==> config.mk <==
export PLATFORM = sky130hd
export DESIGN_NAME = qfr_front
export DESIGN_NICKNAME = d
export VERILOG_FILES = /design/src/rtl/qfr_pkg.sv /design/src/rtl/qfr_front.sv
export SDC_FILE = /design/constraint.sdc
export NUM_CORES = 1
export LEC_CHECK = 0
export BUFFER_PORTS_ARGS = -buffer_cell sky130_fd_sc_hd__buf_2
export CORE_MARGIN = 10
export CORE_UTILIZATION = 30
export CTS_CLUSTER_DIAMETER = 50
export DETAILED_ROUTE_END_ITERATION = 16
export PLACE_DENSITY_LB_ADDON = 0.15
export SETUP_SLACK_MARGIN = 0.1
export SLEW_MARGIN = 25
export SYNTH_ARGS = -nofsm -noshare
export SYNTH_HDL_FRONTEND = slang
export SYNTH_SLANG_ARGS = --single-unit
==> constraint.sdc <==
create_clock -name clk_i -period 0.8 [get_ports clk_i]
set_input_delay 0.16 -clock clk_i [delete_from_list [all_inputs] [get_ports clk_i]]
set_output_delay 0.16 -clock clk_i [all_outputs]
set_load 0.02 [all_outputs]
==> src/rtl/qfr_pkg.sv <==
// Shared types, widths and arithmetic step functions for the rotation
// matrix to quaternion converter. No dependencies.
`timescale 1ns / 1ps

package qfr_pkg;

  localparam int CompW      = 16;
  localparam int FracW      = CompW - 2;
  localparam int RadW       = CompW + 1;
  localparam int DW         = CompW + 2;
  localparam int MagW       = CompW + 1;
  localparam int RW         = 2 * CompW;
  localparam int SqW        = CompW;
  localparam int NumW       = 2 * CompW - 1;
  localparam int DenW       = CompW + 1;
  localparam int DvW        = 2 * CompW;
  localparam int QW         = CompW - 1;
  localparam int SqPerStage = 2;
  localparam int SqStages   = (SqW + SqPerStage - 1) / SqPerStage;
  localparam int DvPerStage = 3;
  localparam int DvStages   = (QW + DvPerStage - 1) / DvPerStage;

  localparam logic [CompW-1:0] CompMax = {1'b0, {(CompW-1){1'b1}}};
  localparam logic [CompW-1:0] CompMin = {1'b1, {(CompW-1){1'b0}}};

  typedef logic [8:0][CompW-1:0] mat_t;

  typedef struct packed {
    logic [3:0][DW-1:0] d;
    logic [1:0]         main;
    logic               degen;
  } side_t;

  typedef struct packed {
    logic [RadW-1:0] rad;
    side_t           side;
  } fr_t;

  typedef struct packed {
    logic [SqW-1:0] s;
    side_t          side;
  } rt_t;

  typedef struct packed {
    logic [RW-1:0] op;
    logic [RW-1:0] res;
  } sq_t;

  typedef struct packed {
    logic [DvW-1:0] rem;
    logic [QW-1:0]  q;
  } dv_t;

  typedef struct packed {
    logic [DenW-1:0] den;
    logic [SqW-1:0]  s;
    logic [3:0]      ovf;
    logic [3:0]      neg;
    logic [1:0]      main;
    logic            degen;
  } qc_t;

  function automatic logic [1:0] succ(input logic [1:0] i);
    logic [1:0] r;
    case (i)
      2'd0:    r = 2'd1;
      2'd1:    r = 2'd2;
      default: r = 2'd0;
    endcase
    return r;
  endfunction

  // One iteration of the bit-pair square root; t selects the bit pair.
  function automatic sq_t sq_step(input sq_t a, input int t);
    sq_t           r;
    logic [RW-1:0] bitv;
    logic [RW-1:0] trial;
    r     = a;
    bitv  = RW'(1) << (2 * t);
    trial = a.res + bitv;
    if (a.op >= trial) begin
      r.op  = a.op - trial;
      r.res = (a.res >> 1) + bitv;
    end else begin
      r.res = a.res >> 1;
    end
    return r;
  endfunction

  // One restoring division step for quotient bit b.
  function automatic dv_t dv_step(input dv_t a, input logic [DenW-1:0] den, input int b);
    dv_t            r;
    logic [DvW-1:0] sh;
    r  = a;
    sh = DvW'(den) << b;
    if (a.rem >= sh) begin
      r.rem  = a.rem - sh;
      r.q[b] = 1'b1;
    end
    return r;
  endfunction

endpackage

==> src/rtl/qfr_front.sv <==
// First stage: trace test, diagonal pick, radicand and the scaled sums and
// differences for the three components other than the main one. Depends on qfr_pkg.
`timescale 1ns / 1ps

module qfr_front (
  input  logic           clk_i,
  input  logic           rst_ni,
  input  logic           en_i,
  input  logic           valid_i,
  input  qfr_pkg::mat_t  mat_i,
  output logic           valid_o,
  output qfr_pkg::fr_t   data_o
);
  import qfr_pkg::*;

  logic signed [DW-1:0] me [9];
  logic signed [DW-1:0] trace;
  logic signed [DW-1:0] rad;
  logic [1:0]           i, j, k;
  fr_t                  data_d, data_q;
  logic                 valid_q;

  always_comb begin
    for (int n = 0; n < 9; n++) begin
      me[n] = signed'({{2{mat_i[n][CompW-1]}}, mat_i[n]});
    end
    trace  = me[0] + me[4] + me[8];
    data_d = '0;
    i = 2'd0;
    if (me[4] > me[0]) i = 2'd1;
    if (me[8] > me[{i, 2'b00}]) i = 2'd2;
    j = succ(i);
    k = succ(j);
    if (trace > 0) begin
      rad = trace + DW'(1 << FracW);
      data_d.side.main = 2'd0;
      data_d.side.d[1] = me[7] - me[5];
      data_d.side.d[2] = me[2] - me[6];
      data_d.side.d[3] = me[3] - me[1];
    end else begin
      // Diagonal of row r sits at flat index 4r.
      rad = me[4 * i] - me[4 * j] - me[4 * k] + DW'(1 << FracW);
      data_d.side.main        = i + 2'd1;
      data_d.side.d[0]        = me[3 * k + j] - me[3 * j + k];
      data_d.side.d[j + 2'd1] = me[3 * j + i] + me[3 * i + j];
      data_d.side.d[k + 2'd1] = me[3 * k + i] + me[3 * i + k];
    end
    if (rad > 0) begin
      data_d.rad = rad[RadW-1:0];
    end else begin
      data_d.side.degen = 1'b1;
    end
  end

  always_ff @(posedge clk_i or negedge rst_ni) begin
    if (!rst_ni) begin
      valid_q <= 1'b0;
    end else if (en_i) begin
      valid_q <= valid_i;
    end
  end

  always_ff @(posedge clk_i) begin
    if (en_i) begin
      data_q <= data_d;
    end
  end

  assign valid_o = valid_q;
  assign data_o  = data_q;

endmodule

== After elaboration in Yosys (flattened, before gate mapping) ==
Index checks and enable logic that the tools add are counted.
Storage, ports and cells
  bits in registers: 93
  word-level logic and storage cells: 109
  input port bits: 148
Cells by class
  equal/unequal tests: 2
  $lt $le $gt $ge: 18
  $mul: 3
  add/sub/neg operators: 21
  mux-type cells: 43
  bitwise operators: 10
  reduce and logical (&&, ||, !) cells: 4
Operators with widths (count)
  18-bit binary-select mux with 4-bit select: 10
  18-bit two-way mux: 23
  33-bit by 5-bit >= comparator with 1-bit output, second input constant: 9
  5-bit NOT with 33-bit output: 6
  72-bit bitwise mux: 2
  4-bit NOT with 33-bit output: 3
  18-bit demux with 2-bit select: 2
  54-bit two-way mux: 1
  18-bit subtractor: 3
  16-bit by 16-bit subtractor with 17-bit output: 3
  18-bit by 16-bit adder with 18-bit output, second input constant: 2
  18-bit adder: 2
  18-bit by 1-bit greater-than comparator with 1-bit output, second input constant: 2
  4-bit by 2-bit adder with 5-bit output: 6
  17-bit by 16-bit adder with 18-bit output: 1
  16-bit by 18-bit greater-than comparator with 1-bit output: 1
  16-bit by 16-bit adder with 17-bit output: 1
  16-bit greater-than comparator: 1
  2-bit by 2-bit multiplier with 4-bit output, first input constant: 3
  2-bit case mux with 2 select lines: 2
  2-bit by 1-bit adder with 2-bit output, second input constant: 3
  2-bit by 3-bit less-than comparator with 1-bit output, second input constant: 2
  5-bit >= comparator, second input constant: 1
  4-bit NOT with 5-bit output: 1
  6 further kinds: 11

== Longest topological paths before layout ==
Gate-level depths: netlist of the first run.
  word-level depth: 22
  mapped depth: 42
  mapped depth without buffers: 36

== Least setup slack after synthesis of the first run ==
Ideal clock, no wire load.
  kind: input to register
  from: input port mat_i[3] (netlist name)
  to: register data_q (netlist bit data_o[17]) (data pin)
  setup time: 257 ps
  cell stages on the path: 41
  data required time: 543 ps
  arrival time: 8065 ps
  slack: -7522 ps
  cells stage by stage: inv_1 -> ha_1 -> a21o_1 -> a21oi_1 -> nand2_1 -> a211o_1 -> or3_1 -> nand3_1 -> buf_2 -> clkbuf_1 -> mux2i_1 -> ha_1 -> and3_1 -> a221o_1 -> nand2_1 -> nand3_1 -> a21o_1 -> a31o_2 -> (+5 left out) -> ha_1 -> buf_1 -> clkbuf_1 -> clkbuf_1 -> a32oi_1 -> o21a_1 -> ha_1 -> fa_1 -> nor2b_1 -> o21ai_0 -> a21boi_0 -> o21ai_0 -> a21oi_1 -> a211oi_1 -> o31ai_1 -> a21oi_1 -> xor2_1 -> nor2_1
On the way
  longest elaborated chain between the ends: 21
  elaborated cells on any way between the ends: 67
  classes of those cells: add/sub: 13; mul: 3; order compare: 7; eq/ne: 2; mux: 31; bitwise: 7; reduce/logical: 4
RTL lines
  start, declared: RTL line qfr_front.sv:10  | input qfr_pkg::mat_t mat_i,
  16-bit greater-than comparator: RTL line qfr_front.sv:30  | if (me[4] > me[0]) i = 2'd1;
  1-bit two-way mux: RTL line qfr_front.sv:30
  4-bit NOT with 5-bit output (not written as such): RTL line qfr_front.sv:31  | if (me[8] > me[{i, 2'b00}]) i = 2'd2;
  18-bit binary-select mux with 4-bit select: RTL line qfr_front.sv:31
  18-bit two-way mux (not written as such) (2 in series): RTL line qfr_front.sv:31
  16-bit by 18-bit greater-than comparator with 1-bit output: RTL line qfr_front.sv:31
  2-bit two-way mux: RTL line qfr_front.sv:31
  2-bit by 1-bit == test with 1-bit output or 2-bit logical NOT (tied branches): RTL line qfr_pkg.sv:65  | case (i)
  (+3 left out)
  2-bit by 2-bit multiplier with 4-bit output: RTL line qfr_front.sv:44, qfr_front.sv:46
  4-bit by 2-bit adder with 5-bit output: RTL line qfr_front.sv:44  | data_d.side.d[0] = me[3 * k + j] - me[3 * j + k];
  5-bit NOT with 33-bit output (not written as such): RTL line qfr_front.sv:44
  18-bit binary-select mux with 4-bit select: RTL line qfr_front.sv:44
  18-bit two-way mux (not written as such) (2 in series): RTL line qfr_front.sv:44
  18-bit subtractor: RTL line qfr_front.sv:44
  72-bit bitwise mux: RTL line qfr_front.sv:45  | data_d.side.d[j + 2'd1] = me[3 * j + i] + me[3 * i + j];
  72-bit bitwise mux: RTL line qfr_front.sv:46  | data_d.side.d[k + 2'd1] = me[3 * k + i] + me[3 * i + k];
  end signal, assigned: RTL line qfr_front.sv:65  | data_q <= data_d;
  end, declared: RTL line qfr_front.sv:20  | fr_t data_d, data_q;
Several ways; a longest one is shown, not always the timed one. The select of a mux whose other input is x is not followed.
A chain may end at the register's enable or synchronous reset.

== Worst setup path after layout of the first run ==
  from: input port mat_i[67] (netlist name)
  to: register data_q (netlist bit data_o[79]) (data pin)
On the way
  longest elaborated chain between the ends: 20
  elaborated cells on any way between the ends: 35
  classes of those cells: add/sub: 6; order compare: 4; eq/ne: 2; mux: 17; bitwise: 4; reduce/logical: 2
RTL lines
  branches (longest 18 deep; another with 16-bit by 18-bit greater-than comparator with 1-bit output)
  18-bit two-way mux *: RTL line qfr_front.sv:34  | if (trace > 0) begin
  18-bit by 1-bit greater-than comparator with 1-bit output: RTL line qfr_front.sv:48  | if (rad > 0) begin
Mark *: on every way between the ends. The select of a mux whose other input is x is not followed.

==> results.cfg, run 1 <==
[global_routing]
antenna_found_initial = 6
grt_pass1_wl_um = 107000
grt_usage = 0.235
grt_max_degree = 68
grt_overflow_total = 0
grt_pass1_vias = 17900

[timing]
rsz0062_at_grt = yes
period_minus_slack_ps = 7230
max_freq_mhz = 138
worst_clock_skew_ps = 0
maxSlewViolCount = 0
hold_viol_final = 0
layout_setup_ws_ps = -6430
fin_crit_sh = 9.04
setup_violations = 185
tightest_slew_ps = 900
relSlewSlack = 0.400

[placed_design]
numPlacedInstances = 3318
gp_congestion = 0.982
preCtsSetupSlack_ps = -6980
dp_hpwl_um = 59000
port_buffers = 240
place_area_mm2 = 0.0218

[setup_path]
timing.rr.end = valid_o
reg2regPathDepth = 1
critPathArrivalTime_ps = 7360
worstReg2RegStart = valid_o
worstSetupPathType = in2reg
cp-end-kind = register
r2r_slack_ps = 30
cp_slowest_stage_delay_ps = 530
cp_common_cell = ha_4
critPathMaxFanout = 8
startpoint_type = primary input
critPathLaunch = mat_i[67]
cp_data_required_time_ps = 920
crit_slowest_cell = fa_1

[finish]
final_cell_mix = buf_4, buf_2, nor2_1
drive_above_1_share = 0.476
fin_cells = 3438
syn_to_final_growth_pct = 66.8
final_common_cell = buf_4
nets = 3126
fillers = 4899
fin_area_mm2 = 0.0253

[cts]
h-tree-depth = 3
clk_path_buf_depth = 2
cts_tree = yes
cts_buffers = 9
cts_num_sinks = 93
clock-root-buffer = clkbuf_16
clkTransAtPathRegs_ps = 60
clock_latency_ps = 390

[detailed_routing]
drt_iter0_markers = 1068
via_count = 18000
drtPass1Iterations = 7
wl_per_cell_um = 21.4
avgViaCountPerCell = 5.24
totalWireLength_um = 73700
ant_nets = 0
drcViolationCount = 0

[run_status]
violations = setup timing
status = complete, but fails checks

[yosys]
synth.distinct_cells = 82
synth_top_family_by_area = compound AO/OA/AOI/OAI gates
synthAdderAreaFrac = 0.200
ys_warn_count = 0
synth_xor_area_frac = 0.0468
yosys_most_used_dff = edfxtp_1
synth_seq_cells = 93
yosysSeqAreaShare = 0.184
muxShareOfSynthArea = 0.0899
synthArstFlopShare = 0.0108
avgSynthCellArea_um2 = 7.98
syn_area_mm2 = 0.0152
syn-num-nets = 2265
synth-simple-area-share = 0.171
synth-compound-area-share = 0.251
synth_edf_count = 92
syn_inst = 1899

[power_and_ir_drop]
leakagePower_nw = 11.6
cellPowerDensity_mw_per_mm2 = 3550
total_power_mw = 89.9
peakVddDrop_uv = 3770

[floorplanning]
pin_count = 241
fp-row-count = 82
die_area_mm2 = 0.0599
die_y_um = 245
start_util = 0.303
die_w_um = 245
coreArea_mm2 = 0.0501

[hold_path]
holdPathEnd = valid_o
holdPathStages = 2
min_from = valid_i
hold_path.class = in2reg

[run]
cap_violations = 0
-- cell usage after synthesis, drive strengths merged (4+ instances only) --
cell type    n  share of area
a31o         4         0.0023
a21boi       8         0.0040
nor2b       27          0.011
xor2        45          0.026
o22ai       29          0.012
o221ai       8         0.0046
or2          4         0.0017
nor3        40          0.013
or3         22         0.0094
a31oi       16         0.0066
ha         178           0.15
o211ai       8         0.0040
a22o        13         0.0075
and3        13         0.0054
o2111ai      5         0.0033
a221oi      22          0.013
o21bai       4         0.0020
nor2       194          0.048
fa          40          0.053
inv        123          0.030
o21a        22          0.011
nand4       14         0.0058
o31ai        9         0.0045
nand3       46          0.015
o21ai      177          0.058
buf         36          0.013
mux2         7         0.0052
nor4         4         0.0017
nand2b      14         0.0058
nand2      151          0.037
a211oi      17         0.0088
mux4        17          0.025
and2        12         0.0050
edfxtp      92           0.18
clkbuf      56          0.014
a21oi      207          0.069
nand3b       4         0.0020
a21o        31          0.015
o31a         5         0.0029
xnor2       36          0.021
mux2i       90          0.059
-- logic make-up after synthesis --
logic type	count (synthesis)
and+or+nand+nor	561
AOI/OAI and AO/OA	617
xor gates and xnor gates	81
adders and majority gates	218
DFF	93
buffers and inverters	215
muxes	114
-- registers in the layout, indices dropped and copies added, names as in the netlist --
signal   cells
data_o      92
valid_o      1
-- stage by stage --
stage | hold slack (ps) | setup TNS, ps | util
after floorplan | -136 | -479100 | -
after global placement | -65.2 | -566150 | 0.435
after detailed placement | -63.5 | -571110 | 0.435
after CTS | -6.48 | -527980 | 0.483
after global routing | 3.28 | -563100 | 0.505
final | 9.02 | -544610 | 0.505
-- how the worst max path moves through the flow --
stage | end | slack (ps)
after CTS | data_o[79] | -6300
after global routing | data_o[79] | -6610
after detailed placement | data_o[81] | -6980
after global placement | data_o[75] | -6880
after floorplan | data_o[88] | -6540
final | data_o[79] | -6430
-- repair_timing --
| action | CTS | global route |
|---|---|---|
| gates cloned | 11 | 2 |
| resized for setup | 356 | 159 |
| pin swaps | 136 | 112 |
| hold buffers | 1 | 0 |
| setup endpoints to repair | 186 | 186 |
| hold endpoints to repair | 2 | 0 |
| buffers inserted | 54 | 40 |
-- power breakdown --
part	leakage [nW]	total [mW]	switching (mW)	internal (mW)
Clock	0.137	4.58	2.17	2.42
Sequential	0.905	8.63	0.708	7.93
Combinational	10.6	76.6	37.7	38.9
Total	11.6	89.9	40.6	49.3
-- metal layers --
metal	global-route usage	part of all wire	vias up	wire length, um
li1	-	-	8728	-
met3	0.0457	0.054	109	4010
met4	0.0822	0.033	6	2470
met2	0.395	0.47	460	34800
met5	0	0.00046	-	34
met1	0.294	0.44	8705	32500
-- cell type report --
| type | instances | area (um^2) | share of cell area |
|---|---|---|---|
| multi-input combinational | 1595 | 13700 | 0.540 |
| clock inverter | 6 | 62.6 | 0.00247 |
| clock buffer | 10 | 229 | 0.00906 |
| tap | 672 | 841 | 0.0333 |
| antenna | 1 | 2.50 | 0.0000990 |
| inverter | 123 | 477 | 0.0189 |
| sequential | 93 | 2790 | 0.110 |
| timing repair buffer | 938 | 7220 | 0.286 |
-- worst max-delay path, delay by kind of cell --
| family | cells | cell delay, ps |
|---|---|---|
| xor+xnor | 1 | 180 |
| compound gates | 11 | 2230 |
| mux | 1 | 280 |
| fa+ha+maj | 6 | 1780 |
| simple gates | 12 | 1880 |
| buf+inv | 6 | 780 |
Note: power is estimated with default switching activity, not from simulation.
==> run 2, diff against run 1 <==
--- a/config.mk
+++ b/config.mk
@@ -10,7 +10,7 @@
 export CORE_UTILIZATION = 30
 export CTS_CLUSTER_DIAMETER = 50
 export DETAILED_ROUTE_END_ITERATION = 16
-export PLACE_DENSITY_LB_ADDON = 0.15
+export PLACE_DENSITY = 0.49
 export SETUP_SLACK_MARGIN = 0.1
 export SLEW_MARGIN = 25
 export SYNTH_ARGS = -nofsm -noshare
==> run 2 against run 1 <==
- the flow finishes with violations (hold timing, setup timing)
- final cell count is 1.7% lower
- via count is 1.6% lower
- sequential power is 0.8% lower
- clock power is 8.3% higher
- global-route usage is 1.1 points lower
- total power is 9.2% lower
- core utilization is 2.3 points lower
- hold slack worse by 11 ps
- worst setup slack better by 92 ps
- flip-flop and latch count stayed put
- non-clock buffer count is 55 lower
- sequential share of layout area is 0.53 points higher
==> results.cfg, run 2 (synthesis gave the netlist of run 1 again) <==
[cts]
clock-root-buffer = clkbuf_16
clock_latency_ps = 390
cts_tree = yes
clkTransAtPathRegs_ps = 70
holdBufCountCts = 1
cts_buffers = 9
h-tree-depth = 3
cts_num_sinks = 93
clk_path_buf_depth = 2

[timing]
relSlewSlack = 0.307
layout_setup_ws_ps = -6340
max_freq_mhz = 140
maxSlewViolCount = 0
hold_viol_final = 1
tightest_slew_ps = 1040
rsz0062_at_grt = yes
period_minus_slack_ps = 7140
hold_ws_ps = -2.42
setup_violations = 185
fin_crit_sh = 8.92
worst_clock_skew_ps = 0

[detailed_routing]
drtPass1Iterations = 6
drt_iter0_markers = 1353
totalWireLength_um = 71200
wl_per_cell_um = 21.0
avgViaCountPerCell = 5.24
ant_nets = 0
drcViolationCount = 0
via_count = 17700

[global_routing]
grt_usage = 0.224
grt_max_degree = 86
grt_overflow_total = 0
antenna_found_initial = 7
top_usage_layer = met2
grtUsageMet2 = 0.369
grt_use_met3 = 0.0441
grt_pass1_vias = 17500
grt_use_met1 = 0.289
grt_pass1_wl_um = 102000

[power_and_ir_drop]
leakagePower_nw = 11.2
cellPowerDensity_mw_per_mm2 = 3380
peakVddDrop_uv = 2120

[run_status]
violations = hold timing, setup timing
status = complete, but fails checks

[setup_path]
worstReg2RegStart = valid_o
cp_top_family = compound AO/OA/AOI/OAI gates
crit_slowest_cell = fa_2
critPathArrivalTime_ps = 7280
critPathBufInv = 7
reg2regPathDepth = 1
worstSetupPathType = in2reg
critPathLaunch = mat_i[12]
startpoint_type = primary input
timing.rr.end = valid_o
cp-end-kind = register
cp_data_required_time_ps = 940
critPathMaxFanout = 8
cp_slowest_stage_delay_ps = 370
r2r_slack_ps = 30

[finish]
largest_register_ffs = 92
final_common_cell = buf_4
fin_area_mm2 = 0.0241
syn_to_final_growth_pct = 59.2
final_cell_mix = buf_4, buf_2, nor2_1
drive_above_1_share = 0.435
nets = 3069

[floorplanning]
die_y_um = 245
coreArea_mm2 = 0.0501
die_area_mm2 = 0.0599
start_util = 0.303
fp-row-count = 82
pin_count = 241
die_w_um = 245

[placed_design]
dp_hpwl_um = 56900
preCtsSetupSlack_ps = -7050
port_buffers = 240
place_area_mm2 = 0.0217
gp_congestion = 0.956

[hold_path]
min_from = valid_i
hold_path.class = in2reg
holdPathEnd = valid_o
holdPathStages = 2

[run]
cap_violations = 0
[run 2: cell types whose count changed in the layout (fill, tap and decap cells not counted), moves of 7 or more]
cell,change
a21oi_2,-10
nor2_2,-10
inv_2,-7
ha_1,+15
inv_1,+7
o21ai_0,+25
buf_6,-27
buf_2,+7
nor2_1,+11
nand2_1,+7
o21ai_1,-14
ha_4,-13
buf_4,-34
a21oi_1,+14
[run 2: stage by stage]
step	setup TNS, ps	total power [mW]	std cells	util
final	-518970	81.6	3381	0.482
after global routing	-539950	87.3	3380	0.482
after CTS	-520070	75.0	3340	0.454
after detailed placement	-590550	66.0	3304	0.434
after global placement	-584450	65.6	3304	0.434
after floorplan	-479100	41.3	1899	-
[run 2: report_power, final]
part | switching, mW | internal, mW
Clock | 2.21 | 2.75
Combinational | 34.8 | 33.3
Sequential | 0.640 | 7.92
[run 2: final cells by class]
class | instances | area [um^2]
antenna | 1 | 2.50
clock buffer | 9 | 225
clock inverter | 7 | 97.6
fill | 4957 | 25900
inverter | 123 | 479
multi-input combinational | 1593 | 13100
sequential | 93 | 2790
tap | 672 | 841
timing repair buffer | 883 | 6630
[run 2: how the worst max path moves through the flow]
stage | depth (start not counted) | slack, ps | endpoint
final | 37 | -6340 | data_o[75]
after global routing | 38 | -6550 | data_o[79]
after CTS | 38 | -6240 | data_o[75]
after detailed placement | 36 | -7050 | data_o[78]
after global placement | 37 | -6850 | data_o[79]
after floorplan | 39 | -6540 | data_o[88]
[run 2: routing by layer]
metal,vias up,share of wire
li1,8607,-
met1,8416,0.44
met5,-,0.0011
met3,133,0.065
met2,551,0.46
met4,12,0.033
[run 2: what timing repair did]
| action | in CTS | in global routing |
|---|---|---|
| buffers inserted | 16 | 30 |
| endpoints found under the hold margin | 2 | 1 |
| pin swaps | 48 | 71 |
| gates resized for setup | 117 | 210 |
| cloned | 4 | 10 |
| setup endpoints to repair | 186 | 186 |
==> run 3, diff against run 2 <==
--- a/config.mk
+++ b/config.mk
@@ -16,3 +16,4 @@
 export SYNTH_ARGS = -nofsm -noshare
 export SYNTH_HDL_FRONTEND = slang
 export SYNTH_SLANG_ARGS = --single-unit
+export TNS_END_PERCENT = 20
==> run 3 against run 2 <==
- the flow still finishes with violations (hold timing, setup timing)
- register-to-register slack better by 30 ps
- die area stayed put
- clock power is 10% lower
- sequential share of layout area hardly changed
- first-iteration DRC count is 19% lower
- wire length is 1.6% lower
- final cell count is 0.27% higher
- hold slack worse by 12 ps
- total power is 1.8% higher
- critical path depth is 2 higher
- design area is 0.42% lower
- critical path type unchanged
- highest routed layer unchanged
==> results.cfg, run 3 (synthesis gave the netlist of run 1 again) <==
[timing]
tightest_slew_ps = 941
max_freq_mhz = 139
maxSlewViolCount = 0
period_minus_slack_ps = 7200
tns_ps = -528920
rsz0062_at_grt = yes
setup_violations = 185
fin_crit_sh = 9.00
worst_clock_skew_ps = 0
hold_viol_final = 1
relSlewSlack = 0.373
hold_ws_ps = -14.8
layout_setup_ws_ps = -6400

[setup_path]
r2r_slack_ps = 60
worstReg2RegStart = valid_o
critPathLaunch = mat_i[3]
critPathArrivalTime_ps = 7350
crit_slowest_cell = or3_4
critPathMaxFanout = 8
cp-end-kind = register
reg2regPathDepth = 1
startpoint_type = primary input
worstSetupPathType = in2reg
cp_data_required_time_ps = 950
timing.rr.end = valid_o
cp_slowest_stage_delay_ps = 410

[finish]
final_common_cell = buf_4
nets = 3079
syn_to_final_growth_pct = 58.5
final_cell_mix = buf_4, buf_2, nor2_1
drive_above_1_share = 0.439
diodes = 0
largest_register_ffs = 92
fillers = 4888
fin_area_mm2 = 0.0240
fin_util = 0.480

[cts]
clk_path_buf_depth = 2
cts_num_sinks = 93
clkTransAtPathRegs_ps = 80
clock_latency_ps = 400
cts_buffers = 9
holdBufCountCts = 1
clock-root-buffer = clkbuf_16
cts_tree = yes
h-tree-depth = 3

[floorplanning]
start_util = 0.303
die_w_um = 245
die_area_mm2 = 0.0599
fp-row-count = 82
coreArea_mm2 = 0.0501
die_y_um = 245
pin_count = 241

[detailed_routing]
drcViolationCount = 0
via_count = 17600
wl_per_cell_um = 20.7
ant_nets = 0
drt_iter0_markers = 1096
totalWireLength_um = 70000
avgViaCountPerCell = 5.20
drtPass1Iterations = 5

[placed_design]
place_area_mm2 = 0.0216
port_buffers = 240
dp_hpwl_um = 56800
gp_congestion = 0.931

[global_routing]
grt_pass1_vias = 17500
grt_usage = 0.224
antenna_found_initial = 2
grt_overflow_total = 0
grt_pass1_wl_um = 103000
top_usage_layer = met2
grt_use_met3 = 0.0442
grtUsageMet2 = 0.371
grt_max_degree = 84
grt_use_met1 = 0.283

[power_and_ir_drop]
leakagePower_nw = 11.1
cellPowerDensity_mw_per_mm2 = 3460
peakVddDrop_uv = 2560

[hold_path]
holdPathStages = 2
min_from = valid_i
holdPathEnd = valid_o
hold_path.class = in2reg

[run_status]
status = complete, but fails checks
violations = hold timing, setup timing

[run]
cap_violations = 0
run 3: cell types whose count changed in the layout (fill, tap and decap cells not counted), sizes merged:
cell    change
clkinv      +1
diode       -1
buf        +11
bufinv      -2
a31o        +1
clkbuf      -3
bufbuf      +1
nand3       +1
run 3: worst max-delay path: cells and delay by family:
kind | cells | cell delay, ps
compound gates | 13 | 2550
buf+inv | 8 | 870
fa+ha+maj | 6 | 1590
xor+xnor | 1 | 220
mux | 1 | 270
simple gates | 10 | 1670
run 3: layout make-up:
| class | instances | area (um^2) | area share |
|---|---|---|---|
| multi-input cells | 1595 | 13000 | 0.541 |
| repair buffers | 891 | 6640 | 0.276 |
| flip-flops and latches | 93 | 2790 | 0.116 |
| well taps | 672 | 841 | 0.0350 |
| inverters | 123 | 477 | 0.0198 |
| clock buffers | 10 | 229 | 0.00953 |
| clock inverters | 6 | 47.5 | 0.00198 |
run 3: through the flow:
stage | cells | total power [mW] | setup WS (ps)
2_1_floorplan | 1899 | 40.3 | -6540
3_5_place_dp | 3315 | 66.2 | -7090
5_1_grt | 3390 | 89.0 | -6620
4_1_cts | 3370 | 78.5 | -6300
3_3_place_gp | 3315 | 65.8 | -7150
6_report | 3390 | 83.1 | -6400
run 3: worst max-delay path by stage:
| stage | endpoint | cells after the start |
|---|---|---|
| 3_3_place_gp | data_o[17] | 34 |
| 2_1_floorplan | data_o[88] | 39 |
| 6_report | data_o[77] | 39 |
| 3_5_place_dp | data_o[17] | 36 |
| 5_1_grt | data_o[78] | 39 |
| 4_1_cts | data_o[78] | 38 |
run 3: power by group:
group	switching [mW]	internal (mW)	leakage, nW	total [mW]
clock	2.32	2.13	0.133	4.45
sequential	0.494	7.90	0.906	8.40
combinational	35.3	35.0	10.1	70.3
run 3: routing by layer:
layer / wire, um / vias to the layer above / share of wire
met1: 30800 / 8396 / 0.44
li1: - / 8636 / -
met3: 3790 / 114 / 0.054
met5: 32 / - / 0.00046
met4: 2380 / 4 / 0.034
met2: 33000 / 468 / 0.47
run 3: repair_timing:
action,CTS,global route
gates cloned,6,3
gates resized for setup,248,124
endpoints found under the setup margin,186,186
endpoints found under the hold margin,2,1
buffers inserted,32,17
pin swaps,116,57
